**config.mk**
```make
export PLATFORM = sky130hd
export DESIGN_NAME = joint_to_motor_pwm_decoupler
export DESIGN_NICKNAME = d
export VERILOG_FILES = /design/src/design/jmpd_pkg.sv /design/src/design/joint_to_motor_pwm_decoupler.sv
export SDC_FILE = /design/constraint.sdc
export NUM_CORES = 2
export LEC_CHECK = 0
export BUFFER_PORTS_ARGS = -buffer_cell sky130_fd_sc_hd__buf_2
export CAP_MARGIN = 20
export CORE_MARGIN = 8
export CORE_UTILIZATION = 41
export CTS_CLUSTER_DIAMETER = 100
export DETAILED_ROUTE_END_ITERATION = 10
export HOLD_SLACK_MARGIN = 0.15
export PLACE_DENSITY = 0.62
export SLEW_MARGIN = 30
export SYNTH_ARGS = -nofsm -noshare
export SYNTH_HDL_FRONTEND = slang
export SYNTH_SLANG_ARGS = --single-unit
```
**constraint.sdc**
```tcl
create_clock -name clk -period 33.1 [get_ports clk]
set_input_delay 4.965 -clock clk [delete_from_list [all_inputs] [get_ports clk]]
set_output_delay 4.965 -clock clk [all_outputs]
set_load 0.1 [all_outputs]
```
**src/design/jmpd_pkg.sv**
```systemverilog
// ----------------------------------------------------------------------------
// jmpd_pkg
// Shared types, constants and arithmetic helpers for the joint-to-motor PWM
// decoupler.
// ----------------------------------------------------------------------------
package jmpd_pkg;

    // Number of joints and motors handled per item.
    localparam int MOTORS_MAX = 4;

    // Board kinds held in the board_kind register.
    localparam logic [2:0] BOARD_GENERIC   = 3'd0;
    localparam logic [2:0] BOARD_SHOULDER  = 3'd1;
    localparam logic [2:0] BOARD_WAIST     = 3'd2;
    localparam logic [2:0] BOARD_UPPER_LEG = 3'd3;
    localparam logic [2:0] BOARD_ANKLE     = 3'd4;

    // Configuration register indexes.
    localparam logic CFG_BOARD_KIND  = 1'b0;
    localparam logic CFG_MOTOR_COUNT = 1'b1;

    // Reset values of the configuration registers.
    localparam logic [2:0] BOARD_KIND_RESET  = BOARD_GENERIC;
    localparam logic [2:0] MOTOR_COUNT_RESET = 3'd4;

    // Motor groups that are stopped and clamped together.
    localparam logic [3:0] GROUP_MASK = 4'h7;
    localparam logic [3:0] SOLO_MASK  = 4'h8;
    localparam logic [3:0] PAIR_MASK  = 4'h3;

    // Current clamps.
    localparam logic signed [15:0] SAFE_LIMIT    = 16'sd2500;
    localparam logic signed [15:0] NOMINAL_LIMIT = 16'sd6500;

    // Shoulder gain 65/40. A magnitude of at least SCALE_SAT_MAG saturates,
    // since 65 * 20165 / 40 is already past 32767. Below it, a / 40 is taken
    // as (a / 8) / 5, the division by five done with a reciprocal multiply
    // that is exact for every 18-bit dividend.
    localparam logic [33:0] SCALE_SAT_MAG = 34'd20165;
    localparam logic [18:0] RECIP_FIVE    = 19'd419431;

    // Input item.
    typedef struct packed {
        logic signed [31:0] joint_0;
        logic signed [31:0] joint_1;
        logic signed [31:0] joint_2;
        logic signed [31:0] joint_3;
        logic        [3:0]  fault_mask;
        logic        [3:0]  alarm_bits;
    } in_t;

    // Result item.
    typedef struct packed {
        logic signed [15:0] motor_pwm_0;
        logic signed [15:0] motor_pwm_1;
        logic signed [15:0] motor_pwm_2;
        logic signed [15:0] motor_pwm_3;
        logic        [3:0]  stopped_mask;
    } out_t;

    // Saturate a wide signed value to the 16-bit range.
    function automatic logic signed [15:0] sat16(input logic signed [33:0] v);
        logic signed [15:0] r;
        if (v > 34'sd32767)
            r = 16'sh7fff;
        else if (v < -34'sd32768)
            r = 16'sh8000;
        else
            r = v[15:0];
        return r;
    endfunction

    // Clamp a 16-bit value to +-lim.
    function automatic logic signed [15:0] limit16(input logic signed [15:0] v,
                                                   input logic signed [15:0] lim);
        logic signed [15:0] r;
        if (v > lim)
            r = lim;
        else if (v < -lim)
            r = -lim;
        else
            r = v;
        return r;
    endfunction

    // Half of a signed value, rounded toward zero, then saturated.
    function automatic logic signed [15:0] half_sat(input logic signed [33:0] d);
        logic signed [33:0] h;
        h = (d + $signed({33'd0, d[33]})) >>> 1;
        return sat16(h);
    endfunction

    // 65 * d / 40 with truncation toward zero, saturated to 16 bits.
    function automatic logic signed [15:0] scale_sat(input logic signed [33:0] d);
        logic               neg;
        logic        [33:0] mag;
        logic        [20:0] prod65;
        logic        [17:0] eighth;
        logic        [36:0] recip;
        logic        [15:0] quot;
        logic signed [15:0] r;
        neg    = d[33];
        mag    = neg ? 34'(-d) : 34'(d);
        prod65 = {mag[14:0], 6'd0} + {6'd0, mag[14:0]};
        eighth = prod65[20:3];
        recip  = {19'd0, eighth} * {18'd0, RECIP_FIVE};
        quot   = recip[36:21];
        if (mag >= SCALE_SAT_MAG)
            r = neg ? 16'sh8000 : 16'sh7fff;
        else
            r = neg ? 16'(-quot) : 16'(quot);
        return r;
    endfunction

endpackage

```
**src/design/joint_to_motor_pwm_decoupler.sv**
```systemverilog
// ----------------------------------------------------------------------------
// joint_to_motor_pwm_decoupler
// Maps four joint drive values to four motor PWM commands through a board
// specific decoupling matrix, with fault stops and current clamps.
// ----------------------------------------------------------------------------
// Usage:
// Items arrive on the in channel (in_valid, in_stall, in_data) and results
// leave on the out channel (out_valid, out_stall, out_data), one result per
// item, in order. An item is taken at an edge where valid is high and stall
// is low.
// An item is held in an input register, the decoupling, saturation and
// clamps are worked out in one pass of logic, and the result is loaded into
// the output register when that register is empty or being emptied.
// Throughput is one item per cycle while the receiver does not stall; the
// pass through the shoulder gain multiply sets the clock period.
// When the receiver stalls, the result is held and the input register may
// still take one more item; in_stall rises only when both are full.
// The board_kind and motor_count registers are written through cfg_we,
// cfg_index and cfg_data; the user must write them only while no item is
// in flight, as the block does not enforce this. Reset empties both register
// stages and sets board_kind to generic and motor_count to four.
// ----------------------------------------------------------------------------
module joint_to_motor_pwm_decoupler
(
    input  logic           clk,
    input  logic           rst_n,
    input  logic           in_valid,
    output logic           in_stall,
    input  jmpd_pkg::in_t  in_data,
    output logic           out_valid,
    input  logic           out_stall,
    output jmpd_pkg::out_t out_data,
    input  logic           cfg_we,
    input  logic           cfg_index,
    input  logic [2:0]     cfg_data
);

    logic [2:0]     board_kind_reg;
    logic [2:0]     motor_count_reg;
    logic           s1_valid_reg;
    jmpd_pkg::in_t  s1_data_reg;
    logic           out_valid_reg;
    jmpd_pkg::out_t out_data_reg;
    jmpd_pkg::out_t out_data_next;

    logic out_ready;
    logic advance;
    logic in_take;

    logic signed [33:0] jnt [jmpd_pkg::MOTORS_MAX];
    logic signed [15:0] drv [jmpd_pkg::MOTORS_MAX];
    logic signed [15:0] pwm [jmpd_pkg::MOTORS_MAX];
    logic        [3:0]  stop_bits;
    logic        [3:0]  safe_en;
    logic        [3:0]  fault;
    logic        [3:0]  alarm;

    // Configuration registers.
    always_ff @(posedge clk or negedge rst_n)
    begin
        if (!rst_n)
        begin
            board_kind_reg  <= jmpd_pkg::BOARD_KIND_RESET;
            motor_count_reg <= jmpd_pkg::MOTOR_COUNT_RESET;
        end
        else if (cfg_we)
        begin
            if (cfg_index == jmpd_pkg::CFG_BOARD_KIND)
                board_kind_reg <= cfg_data;
            else
                motor_count_reg <= cfg_data;
        end
    end

    // Handshake: the input register moves on whenever the output register is
    // empty or being emptied in this cycle.
    assign out_ready = !out_valid_reg || !out_stall;
    assign advance   = s1_valid_reg && out_ready;
    assign in_stall  = s1_valid_reg && !out_ready;
    assign in_take   = in_valid && !in_stall;

    always_ff @(posedge clk or negedge rst_n)
    begin
        if (!rst_n)
        begin
            s1_valid_reg  <= 1'b0;
            out_valid_reg <= 1'b0;
        end
        else
        begin
            if (in_take)
                s1_valid_reg <= 1'b1;
            else if (advance)
                s1_valid_reg <= 1'b0;

            if (advance)
                out_valid_reg <= 1'b1;
            else if (out_valid_reg && !out_stall)
                out_valid_reg <= 1'b0;
        end
    end

    // Payload registers.
    always_ff @(posedge clk)
    begin
        if (in_take)
            s1_data_reg <= in_data;
        if (advance)
            out_data_reg <= out_data_next;
    end

    // Decoupling matrix, fault stops and clamp enables per board kind.
    always_comb
    begin
        jnt[0] = 34'(s1_data_reg.joint_0);
        jnt[1] = 34'(s1_data_reg.joint_1);
        jnt[2] = 34'(s1_data_reg.joint_2);
        jnt[3] = 34'(s1_data_reg.joint_3);
        fault  = s1_data_reg.fault_mask;
        alarm  = s1_data_reg.alarm_bits;

        for (int i = 0; i < jmpd_pkg::MOTORS_MAX; i++)
        begin
            drv[i] = jmpd_pkg::sat16(jnt[i]);
        end
        stop_bits = 4'd0;
        safe_en   = 4'd0;

        unique case (board_kind_reg)
            jmpd_pkg::BOARD_SHOULDER:
            begin
                if ((fault & jmpd_pkg::GROUP_MASK) != 4'd0)
                begin
                    stop_bits = jmpd_pkg::GROUP_MASK;
                    drv[0]    = 16'sd0;
                    drv[1]    = 16'sd0;
                    drv[2]    = 16'sd0;
                end
                else
                begin
                    drv[1] = jmpd_pkg::scale_sat(jnt[1] - jnt[0]);
                    drv[2] = jmpd_pkg::scale_sat(jnt[1] - jnt[0] + jnt[2]);
                end
                if ((fault & jmpd_pkg::SOLO_MASK) != 4'd0)
                begin
                    stop_bits = stop_bits | jmpd_pkg::SOLO_MASK;
                    drv[3]    = 16'sd0;
                end
                safe_en = (alarm & jmpd_pkg::SOLO_MASK)
                        | (((alarm & jmpd_pkg::GROUP_MASK) != 4'd0)
                           ? jmpd_pkg::GROUP_MASK : 4'd0);
            end
            jmpd_pkg::BOARD_WAIST:
            begin
                if ((fault & jmpd_pkg::GROUP_MASK) != 4'd0)
                begin
                    stop_bits = jmpd_pkg::GROUP_MASK;
                    drv[0]    = 16'sd0;
                    drv[1]    = 16'sd0;
                    drv[2]    = 16'sd0;
                end
                else
                begin
                    drv[0] = jmpd_pkg::half_sat(jnt[0] - jnt[1]);
                    drv[1] = jmpd_pkg::half_sat(jnt[0] + jnt[1]);
                end
                drv[3]  = 16'sd0;
                safe_en = ((alarm & jmpd_pkg::GROUP_MASK) != 4'd0)
                          ? jmpd_pkg::GROUP_MASK : 4'd0;
            end
            jmpd_pkg::BOARD_UPPER_LEG:
            begin
                stop_bits = fault;
                safe_en   = alarm;
                for (int i = 0; i < jmpd_pkg::MOTORS_MAX; i++)
                begin
                    if (fault[i])
                        drv[i] = 16'sd0;
                end
            end
            jmpd_pkg::BOARD_ANKLE:
            begin
                stop_bits = fault & jmpd_pkg::PAIR_MASK;
                safe_en   = alarm & jmpd_pkg::PAIR_MASK;
                if (fault[0])
                    drv[0] = 16'sd0;
                if (fault[1])
                    drv[1] = 16'sd0;
                drv[2] = 16'sd0;
                drv[3] = 16'sd0;
            end
            default:
            begin
                // Generic and unknown kinds pass the joints straight through.
                stop_bits = 4'd0;
            end
        endcase
    end

    // Safe clamp on alarmed motors, then the nominal clamp on counted motors.
    always_comb
    begin
        for (int i = 0; i < jmpd_pkg::MOTORS_MAX; i++)
        begin
            pwm[i] = safe_en[i] ? jmpd_pkg::limit16(drv[i], jmpd_pkg::SAFE_LIMIT)
                                : drv[i];
            if (3'(i) < motor_count_reg)
                pwm[i] = jmpd_pkg::limit16(pwm[i], jmpd_pkg::NOMINAL_LIMIT);
        end
        out_data_next.motor_pwm_0  = pwm[0];
        out_data_next.motor_pwm_1  = pwm[1];
        out_data_next.motor_pwm_2  = pwm[2];
        out_data_next.motor_pwm_3  = pwm[3];
        out_data_next.stopped_mask = stop_bits;
    end

    assign out_valid = out_valid_reg;
    assign out_data  = out_data_reg;

endmodule

```
==> results.tsv <==
metric	value	unit
IO Pins	215	
WP data arrival	19.96	ns
synth unique cells	120	
# clock sinks	212	
Gate Count Post-Synth	4494	
fin crit share	0.5942	
worst-skew pair later-pin latency	0.59	ns
pin slew with the least headroom to its limit	1.134	ns
Synth Area per Inst	8.222	sq um
setup TNS	0	ns
largest net degree at the start of global routing	65	
nets	5392	
vias in the first global route	34040	
post-CTS sizing	0	
synthesized cell area	0.03695	sq mm
HP Class	reg -> reg	
largest cells by area after synthesis	edfxtp_1 17%, ha_1 14%, fa_1 11%	
postcts setup bufs	0	
Syn Nets	5264	
status	complete, no violations	
Die Ht	316.2	um
Initial Util	0.4118	
drt drc	0	
WS Path Type	reg -> reg	
CP startpoint kind	register	
endpoints failing hold	0	
layout cells sized above 1	0.09330	
Clock transition at path regs	0.06	ns
Final GP Congestion	1.014	
reg2reg start	jnt[74]	
clock tree buffer depth	3	
Die ar.	0.09999	sq mm
Max-cap violations	0	
sequential cell area	0.006327	sq mm
max FFs per register	128	
Max Clk Rate	0.05085	GHz
crit-path leading delay family	compound AO/OA/AOI/OAI gates	
initial antenna violation count	2	
CP max stage delay	0.79	ns
cts bufs inserted	25	
IO Port Bufs	214	
sequential fraction of the synthesis area	0.1712	
clk_skew	0.05154	ns
Final Max Tran Viols	0	
area grow syn2layout	8.367	%
WL final	129900	um
HP Start	s1_valid_reg	
Main synth FF type	edfxtp_1	
RSZ-0062 raised after global routing	false	
CTS root buf	clkbuf_16	
max_slew headroom	0.2358	
Detailed Routing Iterations Pass 1	6	
Yosys warnings	0	
wire per inst	22.33	um
CP Capture Type	register	
Synth async-reset ratio	0.03774	
total core area	0.08974	sq mm
Post-synth EDFFs	204	
worst setup path startpoint	jnt[74]	
DPL Wire Length	108800	um
global route total overflow	0	
Hold Buf Count CTS	0	
crit-path max FO	38	
vias post-DR	35520	
TritonCTS clock tree	done	
DIE WIDTH	316.2	um
Fillers	9012	
# setup viols final	0	
cell mode on critical path	inv_1	
Yosys top cell by area	edfxtp_1	
H-tree depth	1	
GRT Util Overall	0.2499	
post-layout min period	19.67	ns
Req. time, crit path	33.39	ns
# rows	110	
Synth top area share	0.1658	
Synth Register Bits	212	
first-pass GRT wire length	199600	um
Via-to-Cell Ratio	6.104	
worst path buffer plus inverter count	7	
DRT iter0 DRCs	3623	
slowest CP cell	ha_1	
Routed Antenna Nets	0	
area occupied by multi-input gates	0.02822	sq mm
-- cells in the mapped netlist (38+ instances only) --
library cell and count:
nand4_1 96, nor2_1 316, xor2_1 78, inv_1 493
or2_2 38, fa_1 208, and3_1 52, nor4_1 78
o211ai_1 57, nor2b_1 48, o21ai_0 234, ha_1 417
a21o_1 88, nor3_1 124, clkbuf_1 108, or4_1 39
edfxtp_1 204, a31oi_1 44, nand2_1 292, nand3_1 122
o21bai_1 41, xnor2_1 141, and2_1 66, a21oi_1 324
a211oi_1 55, or3_1 45
-- cell type report --
class                      count  area share
multi-input combinational   3630      0.7048
sequential                   212      0.1580
inverter                     498     0.04668
tap                         1176     0.03675
timing repair buffer         255     0.03506
clock buffer                  31     0.01619
clock inverter                15    0.002375
antenna                        2   0.0001250
-- layout by cell type (no fill, tap or decap), drive strengths merged, types with 31 or more instances in the layout --
cell type,synthesis,routed
and2,69,69
nor2b,49,49
edfxtp,204,204
nand2b,36,36
or4,43,43
nand2,293,293
fa,208,208
o31ai,36,36
or3,45,45
xor2,78,78
nor3,125,125
a21o,88,88
o21a,37,37
buf,46,255
xnor2,142,142
nor4,84,84
o211ai,60,60
clkbuf,108,31
ha,417,417
or2,43,43
a31oi,44,44
o21bai,41,41
a21oi,324,324
o21ai,255,255
nand4,97,97
nand3,123,123
inv,496,499
nor2,319,319
a211oi,57,57
and3,52,52
-- cell families (layout without fill, tap and decap cells) --
kind of cell               Yosys count  in the layout  share of synthesized area
DFF                                212            212                     0.1712
other                                0              2                          0
xor gates and xnor gates           221            221                    0.05326
muxes                               41             41                    0.01168
adders and majority gates          627            627                     0.2544
buffers and inverters              652            799                    0.06766
and+or+nand+nor                   1474           1474                     0.2108
AOI/OAI and AO/OA                 1267           1267                     0.2309
-- layer usage --
metal,global-route usage,up-vias,share of wire
li1,-,16760,-
met1,0.3292,17110,0.42
met2,0.4232,1398,0.47
met3,0.02769,253,0.064
met4,0.08871,0,0.042
met5,0,-,0
-- stage by stage --
stage | utilization | worst slack (ns) | cell area, sq um | std cells | hold WS, ns
finish | 0.4462 | 13.43 | 40040 | 5819 | 0.4901
global placement | 0.4368 | 14.00 | 39200 | 5768 | 0.4751
CTS | 0.4457 | 13.52 | 40000 | 5816 | 0.4931
detailed placement | 0.4375 | 13.62 | 39260 | 5770 | 0.4832
global route | 0.4462 | 11.95 | 40040 | 5818 | 0.5179
floorplan | - | 15.79 | 36950 | 4494 | 0.4434
-- worst reg2reg max path, delay by kind of cell (launching register included) --
family	cells	cell delay, ns
flops	1	0.42
buf+inv	7	0.59
compound gates	25	6.26
simple gates	18	5.73
fa+ha+maj	13	5.85
xor+xnor	1	0.36
mux	1	0.16
-- worst paths after layout --
kind / end / slack (ns) / depth (start not counted)
min in group asynchronous: board_kind_reg[0] / 4.20 / 1
hold reg to reg: out_valid / 0.49 / 1
setup reg to reg: out_data[22] / 13.43 / 65
setup / recovery: out_data[22] / 13.43 / 65
max in group asynchronous: motor_count_reg[2] / 28.61 / 1
hold / removal: out_valid / 0.49 / 1
Power is not shown: default switching activity piles up to over one toggle a cycle in this logic, so the estimate is an artifact.
